$ cat src/design/hsmo_ram.sv
`timescale 1ns / 1ps
`default_nettype none
// ----------------------------------------------------------------------------
// hsmo_ram
// Simple dual-port synchronous RAM, one write and one registered read port.
// ----------------------------------------------------------------------------
module hsmo_ram #(
  parameter int WIDTH = 8,
  parameter int DEPTH = 16,
  parameter int AW    = (DEPTH > 1) ? $clog2(DEPTH) : 1
) (
  input  wire logic             clk,
  input  wire logic             we,
  input  wire logic [AW-1:0]    waddr,
  input  wire logic [WIDTH-1:0] wdata,
  input  wire logic             re,
  input  wire logic [AW-1:0]    raddr,
  output logic      [WIDTH-1:0] rdata
);

  logic [WIDTH-1:0] mem [DEPTH];

  always_ff @(posedge clk) begin
    if (we) begin
      mem[waddr] <= wdata;
    end
    if (re) begin
      rdata <= mem[raddr];
    end
  end

endmodule
`default_nettype wire

$ cat config.mk
export PLATFORM = sky130hd
export DESIGN_NAME = hsmo_ram
export DESIGN_NICKNAME = d
export VERILOG_FILES = /design/src/design/hsmo_ram.sv
export SDC_FILE = /design/constraint.sdc
export NUM_CORES = 1
export LEC_CHECK = 0
export ABC_AREA = 0
export BUFFER_PORTS_ARGS = -buffer_cell sky130_fd_sc_hd__buf_4
export CORE_MARGIN = 5
export CORE_UTILIZATION = 57
export CTS_BUF_LIST = sky130_fd_sc_hd__clkbuf_4 sky130_fd_sc_hd__clkbuf_8
export DETAILED_ROUTE_END_ITERATION = 10
export PLACE_DENSITY = 0.84
export SLEW_MARGIN = 40
export SYNTH_ARGS = -nofsm -noshare
export SYNTH_HDL_FRONTEND = slang
export SYNTH_SLANG_ARGS = --single-unit
$ cat constraint.sdc
create_clock -name clk -period 1.9 [get_ports clk]
set_input_delay 0.475 -clock clk [delete_from_list [all_inputs] [get_ports clk]]
set_output_delay 0.475 -clock clk [all_outputs]
set_load 0.02 [all_outputs]
==> out/results.ini, run 1 <==
[final_layout]
drive_above_1_share_pct=32.3
final_cell_mix=edfxtp_1 (136), buf_4 (45), mux4_2 (18)
final_common_cell=edfxtp_1
final_net_count=306
syn_to_final_growth_pct=18.0
antenna_cells=0

[placement]
gp_congestion=0.779
io_buffers=26
pre_cts_ws_ps=-95.7
hpwlAfterDp_um=6240

[logic_synthesis]
synth_edf_count=136
async_reset_ff_share_pct=0
syn_nets=248
netlist_area_um2=5230
synth_cells=229
synth.avg_cell_area_um2=22.8
synth_area_leaders=edfxtp_1 (78%), mux4_2 (7.8%), mux4_1 (7.0%), a22oi_1 (2.3%), nor2_1 (0.93%)
synth.largest_area_cell=edfxtp_1
synth_top_area_share_pct=78.1
ys_warn_count=0
synthFlopType=edfxtp_1
yosysUniqueCellTypes=18
ys_seq_elements=136
yosysSeqAreaShare_pct=78.1

[cts]
cts_sinks=136
clk_path_buf_depth=2
post_cts_buffers=0
cts.clk_slew.worst_paths_ps=70
cts_buffers=17
cts_htree_levels=4
cts_tree=done
clock_latency_ps=410
cts-root-buf=clkbuf_8
cts-resized-gates=0
postCtsHoldBufs=0

[sta]
fmax_mhz=635
finalSetupViolations=0
setup_ws_ps=324
slew_headroom_pct=71.3
drv_slew=0
fin_worst_skew_ps=6.17
finalHoldViolations=0
whs_ps=368
worstMarginPinSlew_ps=430
timing.final.crit_share_pct=82.9
fin_crit_ps=1580
rsz0062_at_grt=false
tns_ps=0

[floorplan]
start_util_pct=57.4
ios=27
fp.dieW_um=106
num_rows=35
fp.dieArea_um2=11200
die_h_um=106
design.core.area_um2=9110

[flow_run]
maxCapViolCount=0

[worst_setup_path]
crit_chain=buf_4 -> buf_12 -> mux4_1 -> a22oi_1 -> nand2_1
cpPeakStageDelay_ps=560
endpoint_kind=flop
path_class=in -> reg
path_buf_inv=2
crit_family=multiplexers
arrival_ps=1730
worstPathRequired_ps=2060
cp_max_fo=12
crit_path_start_kind=primary input
crit_slowest_cell=mux4_1

[global_routing]
grt_pass1_vias=2556
grt_usage_pct=18.6
grtUsageMet3_pct=3.98
grtUsageMet2_pct=30.4
use_met1_pct=25.2
grt_max_degree=21
antenna_found_initial=0
grt_pass1_wl_um=14900
grt_busiest_layer=met2
grt_overflow=0

[power]
p_leak_uw=0.00210
total_power_uw=6460
max-vdd-ir-drop_v=0.000596
power_density_nw_per_um2=1050

[routing]
wl_per_cell_um=23.6
vias_per_cell=6.09
dr.pass1.iters=4
totalWireLength_um=9720
drt_iter0_markers=210
drc=0
vias=2501
ant_nets=0

[hold_path]
min_path_type=in -> reg

[status]
status=completed

-- final cells by class --
class | count | area (um^2)
sequential | 136 | 4080
fill | 583 | 2940
multi-input combinational | 83 | 1060
timing repair buffer | 49 | 418
clock buffer | 17 | 234
clock inverter | 15 | 230
tap | 111 | 139
-- routing by layer --
metal / wire (um) / part of all wire (%)
met1: 3970 / 41
met2: 5070 / 52
met3: 536 / 5.5
met4: 136 / 1.4
met5: 0 / 0
-- path summary, 6_finish.rpt --
path | startpoint | end | slack [ps] | cells past startpoint
hold / removal | re | rdata[2] | 370 | 1
setup / recovery | raddr[0] | rdata[1] | 320 | 5
setup reg to reg | mem[1][1] | rdata[1] | 390 | 3
hold reg to reg | mem[12][3] | rdata[3] | 760 | 3
-- through the flow --
stage	std cells	area [um^2]	utilization, %
final	411	6170	67.7
after global routing	411	6170	67.7
after CTS	411	6170	67.7
after detailed placement	379	5700	62.6
after global placement	379	5700	62.6
after floorplan	229	5230	-
-- sequential cells by signal, indices dropped and copies added, names as in the netlist --
register and flops:
mem 128, rdata 8
-- cells by family after synthesis --
family / count (synthesis) / share of synthesized area (%)
AND/OR/NAND/NOR: 35 / 3.14
buffers and inverters: 10 / 1.65
AO/OA/AOI/OAI: 16 / 2.30
flip-flops: 136 / 78.1
multiplexers: 32 / 14.8
-- report_power, final --
part | internal (uW) | switching (uW) | total [uW]
Combinational | 163 | 191 | 354
Sequential | 3380 | 18.8 | 3400
Clock | 1680 | 1030 | 2710
Total | 5220 | 1240 | 6460
-- synthesized netlist by cell type (2+ instances only) --
| cell type | count |
|---|---|
| nor3_1 | 4 |
| buf_2 | 3 |
| nand2_1 | 9 |
| edfxtp_1 | 136 |
| buf_6 | 3 |
| a22oi_1 | 16 |
| nand2b_1 | 2 |
| mux4_1 | 14 |
| mux4_2 | 18 |
| clkdlybuf4s25_2 | 3 |
| nand3b_1 | 2 |
| nor2_1 | 13 |
No activity file was read; power rests on OpenSTA's default activity.
==> inputs of run 2 (changes only) <==
--- a/config.mk
+++ b/config.mk
@@ -8,7 +8,7 @@
 export ABC_AREA = 0
 export BUFFER_PORTS_ARGS = -buffer_cell sky130_fd_sc_hd__buf_4
 export CORE_MARGIN = 5
-export CORE_UTILIZATION = 57
+export CORE_UTILIZATION = 60
 export CTS_BUF_LIST = sky130_fd_sc_hd__clkbuf_4 sky130_fd_sc_hd__clkbuf_8
 export DETAILED_ROUTE_END_ITERATION = 10
 export PLACE_DENSITY = 0.84
==> constraint.sdc (replaced) <==
create_clock -name clk -period 1.6 [get_ports clk]
set_input_delay 0.4 -clock clk [delete_from_list [all_inputs] [get_ports clk]]
set_output_delay 0.4 -clock clk [all_outputs]
set_load 0.02 [all_outputs]
==> run 2 against run 1 <==
  * Global-route usage increased by 2.6 points
  * Die area decreased by 4.5%
  * Worst hold slack worse by 84 ps
  * Final area decreased by 1.1%
  * First-iteration DRC count increased by 6.7%
  * Total power up 16%
  * Utilization rose by 3.3 points
  * Setup slack worse by 270 ps
  * Largest power group unchanged
==> out/results.ini, run 2 (synthesis gave the netlist of run 1 again) <==
[routing]
drt_iter0_markers=224
totalWireLength_um=10100
vias_per_cell=6.22
dr.pass1.iters=4
wl_per_cell_um=24.6
drc=0
vias=2552
ant_nets=0

[global_routing]
grt_overflow=0
grt_pass1_wl_um=15500
grt_max_degree=17
use_met1_pct=28.6
grtUsageMet3_pct=5.23
grt_usage_pct=21.3
grt_pass1_vias=2712
antenna_found_initial=0
grtUsageMet2_pct=33.7
grt_busiest_layer=met2

[sta]
fin_worst_skew_ps=9.66
worstMarginPinSlew_ps=714
drv_slew=0
finalHoldViolations=0
fin_crit_ps=1540
fmax_mhz=649
slew_headroom_pct=52.3
timing.final.crit_share_pct=96.3
finalSetupViolations=0
rsz0062_at_grt=false

[placement]
io_buffers=26
post_dp_cell_area_um2=5670
hpwlAfterDp_um=6490
dpl.cell_count=378
gp_congestion=0.758

[cts]
clock_latency_ps=430
cts_htree_levels=4
cts_buffers=17
cts-resized-gates=0
clk_path_buf_depth=2
postCtsHoldBufs=0
cts.clk_slew.worst_paths_ps=80
cts_sinks=136
post_cts_buffers=0
cts_tree=done
cts-root-buf=clkbuf_8

[floorplan]
fp.dieArea_um2=10700
ios=27
design.core.area_um2=8590
start_util_pct=60.8
fp.dieW_um=103
num_rows=34
die_h_um=103

[hold_path]
min_path_type=in -> reg

[final_layout]
reg.largest.list=mem (128), rdata (8)
regMostFlops=mem
final_net_count=308
largest_reg_flops=128
drive_above_1_share_pct=38.1
final_common_cell=edfxtp_1
final_cells=410
finish.instance_area_um2=6100
antenna_cells=0
final_cell_mix=edfxtp_1 (136), buf_4 (47), mux4_2 (31)
syn_to_final_growth_pct=16.7

[worst_setup_path]
r2r_slack_ps=60
crit_chain=mux4_2 -> a22oi_1 -> nand2_1
timing.rr.end=rdata[4]
critical_path_cell_count=3
crit_path_start=mem[5][4]
path_class=reg -> reg
crit_slowest_cell=mux4_2
worstPathRequired_ps=1760
cpPeakStageDelay_ps=480
crit_path_start_kind=flop
arrival_ps=1700
path_buf_inv=0
endpoint_kind=flop
worstReg2RegStart=mem[5][4]
crit_end=rdata[4]
worstRegToRegCells=3
cp_max_fo=1
crit_family=multiplexers

[flow_run]
maxCapViolCount=0

[power]
intPower_uw=5910
p_leak_uw=0.00204
pwr-share-clk_pct=40.3
combPwrFrac_pct=5.7
max-vdd-ir-drop_v=0.000673
power_density_nw_per_um2=1220
switching_share_pct=20.9
power_switching_uw=1560
seqPwrFrac_pct=54.0
total_power_uw=7470

[status]
status=completed

## run 2: changes by cell type in the layout (fill, tap and decap cells not counted)
cell and change:
clkinv_1 -3, clkinv_4 +3, clkinvlp_4 +1, mux4_1 -13
mux4_2 +13, bufinv_16 -2, inv_6 +1, buf_4 +2
## run 2: routing by layer
layer	up-vias	part of all wire (%)
li1	1085	-
met1	1339	38
met2	116	52
met3	12	8.6
met4	0	2.0
met5	-	0
## run 2: how the worst min path moves through the flow
stage / start / end / slack, ps / depth (start not counted)
global placement: wdata[7] / mem[7][7] / 700 / 1
floorplan: wdata[0] / mem[0][0] / 500 / 0
CTS: re / rdata[7] / 260 / 1
global route: re / rdata[7] / 260 / 1
finish: re / rdata[7] / 280 / 1
detailed placement: wdata[7] / mem[4][7] / 720 / 1
## run 2: power by group through the flow
stage	Sequential, uW	Combinational, uW	Clock (uW)
final	4040	428	3010
after detailed placement	4120	430	0
after CTS	4040	433	3060
after global routing	4040	461	3240
after global placement	4110	416	0
after floorplan	4130	221	0
## run 2: final cells by class
class	count	area, um^2
clock inverters	15	201
clock buffers	17	234
flip-flops and latches	136	4080
multi-input cells	83	1010
repair buffers	51	433
fillers	501	2490
well taps	108	135
## run 2: through the flow
stage	setup TNS, ps	hold WS (ps)	utilization (%)	setup WS, ps
after global routing	0	256	71.0	29.8
after CTS	0	262	71.0	70.0
final	0	284	71.0	59.1
after detailed placement	-3920	718	65.9	-294
after floorplan	-1990	499	-	-66.1
after global placement	-2990	699	65.9	-256
==> inputs of run 3 (changes only) <==
--- a/config.mk
+++ b/config.mk
@@ -5,12 +5,13 @@
 export SDC_FILE = /design/constraint.sdc
 export NUM_CORES = 1
 export LEC_CHECK = 0
-export ABC_AREA = 0
+export ABC_AREA = 1
 export BUFFER_PORTS_ARGS = -buffer_cell sky130_fd_sc_hd__buf_4
 export CORE_MARGIN = 5
 export CORE_UTILIZATION = 60
 export CTS_BUF_LIST = sky130_fd_sc_hd__clkbuf_4 sky130_fd_sc_hd__clkbuf_8
 export DETAILED_ROUTE_END_ITERATION = 10
+export GPL_TIMING_DRIVEN = 0
 export PLACE_DENSITY = 0.84
 export SLEW_MARGIN = 40
 export SYNTH_ARGS = -nofsm -noshare
==> run 3 against run 2 <==
  * Global-route usage grew 3.4 points
  * Die area grew 11%
  * Clock skew shrank 0.94 ps
==> out/results.ini, run 3 <==
[power]
intPower_uw=5900
combPwrFrac_pct=7.4
total_power_uw=7540
p_leak_uw=0.00285
seqPwrFrac_pct=53.4
power_density_nw_per_um2=1140
switching_share_pct=21.8
power_switching_uw=1650
pwr-share-clk_pct=39.1
max-vdd-ir-drop_v=0.000685

[worst_setup_path]
path_class=in -> reg
worstPathRequired_ps=1660
crit_slowest_cell=nor2_1
arrival_ps=1500
cp_max_fo=8
crit_path_start_kind=primary input
endpoint_kind=flop
cpPeakStageDelay_ps=710
crit_chain=buf_4 -> nand3b_1 -> nor2_1

[cts]
cts_tree=done
clk_path_buf_depth=2
cts-root-buf=clkbuf_8
clock_latency_ps=440
cts_sinks=136
cts_buffers=17
cts-resized-gates=0
cts.clk_slew.worst_paths_ps=70
postCtsHoldBufs=0
post_cts_buffers=0
cts_htree_levels=4

[global_routing]
grt_pass1_vias=3898
grt_usage_pct=24.7
grt_pass1_wl_um=20900
antenna_found_initial=0
grt_max_degree=17
grt_overflow=0

[hold_path]
min_path_type=in -> reg

[sta]
finalSetupViolations=0
fmax_mhz=695
worstMarginPinSlew_ps=851
slew_headroom_pct=43.0
fin_worst_skew_ps=8.71
fin_crit_ps=1440
setup_ws_ps=161
timing.final.crit_share_pct=90.0
drv_slew=0
rsz0062_at_grt=false
finalHoldViolations=0

[final_layout]
final_cells=739
regMostFlops=mem
antenna_cells=0
drive_above_1_share_pct=13.4
final_cell_mix=nand2_1 (173), edfxtp_1 (136), inv_1 (100)
fin_util_pct=68.6
final_net_count=612
final_common_cell=nand2_1
final.fill_count=696
syn_to_final_growth_pct=13.1
reg.largest.list=mem (128), rdata (8)
largest_reg_flops=128
finish.instance_area_um2=6610

[routing]
vias=4021
ant_nets=0
dr.pass1.iters=5
drt_iter0_markers=547
totalWireLength_um=13600
wl_per_cell_um=18.5
vias_per_cell=5.44
drc=0

[floorplan]
num_rows=36
fp.dieArea_um2=11800
die_h_um=109
design.core.area_um2=9640
fp.dieW_um=109
ios=27
start_util_pct=60.7

[status]
status=completed

[placement]
gp_congestion=0.970
post_dp_cell_area_um2=6200
dpl.cell_count=707
io_buffers=23
pre_cts_ws_ps=-268
hpwlAfterDp_um=8800

[logic_synthesis]
synthFlopType=edfxtp_1
synth_edf_count=136
syn_nets=570
ys_seq_elements=136
synthTopCellsByCount=nand2_1 (173), edfxtp_1 (136), inv_1 (100), nand3_1 (97), nor2_1 (17)
synth.largest_area_cell=edfxtp_1
async_reset_ff_share_pct=0
ys_warn_count=0
netlist_area_um2=5850
synth.most_common_cell=nand2_1
yosysUniqueCellTypes=11
synth.avg_cell_area_um2=10.6
synth_top_area_share_pct=69.8
synth_area_leaders=edfxtp_1 (70%), nand2_1 (11%), nand3_1 (8.3%), inv_1 (6.4%), buf_6 (1.2%)
yosysSeqAreaShare_pct=69.8
synth_cells=551

[flow_run]
maxCapViolCount=0

## run 3: final timing paths
kind,startpoint,endpoint,slack [ps],cells past startpoint
setup / recovery,waddr[3],mem[5][0],160,3
hold / removal,re,rdata[5],230,1
setup reg to reg,mem[0][3],rdata[3],410,6
hold reg to reg,mem[3][0],rdata[0],820,6
## run 3: routing by layer
layer | global-route usage (%) | vias to the layer above | wire (um)
met5 | 0 | - | 0
met4 | 9.83 | 0 | 352
met3 | 8.29 | 38 | 1590
met2 | 38.5 | 264 | 6550
met1 | 32.1 | 1856 | 5150
li1 | - | 1863 | -
## run 3: worst max-delay path: cells and delay by family
kind,cells,cell delay [ps]
AND/OR/NAND/NOR,2,980
buffers and inverters,1,120
## run 3: final cells by class
type | count | area, um^2 | share of cell area (%)
inverters | 102 | 383 | 5.79
multi-input cells | 289 | 1230 | 18.6
well taps | 133 | 166 | 2.52
flip-flops and latches | 136 | 4080 | 61.7
plain buffers | 24 | 166 | 2.52
repair buffers | 23 | 173 | 2.61
clock inverters | 12 | 156 | 2.36
clock buffers | 20 | 256 | 3.88
## run 3: stage by stage
step                TNS (ps)  hold slack, ps
detailed placement    -13560             680
floorplan                  0             499
CTS                        0             225
finish                     0             231
global route               0             238
global placement      -15700             673
## run 3: logic make-up (layout without fill, tap and decap cells)
logic type / Yosys count / in the layout / share of synthesized area (%)
AND/OR/NAND/NOR: 289 / 289 / 20.8
flip-flops: 136 / 136 / 69.8
buffers and inverters: 126 / 181 / 9.39
## run 3: power by group through the flow
stage	clock network [uW]	registers [uW]	logic, uW
floorplan	0	4130	281
global placement	0	4100	521
detailed placement	0	4110	544
CTS	2950	4030	549
global route	3130	4030	603
finish	2950	4030	561
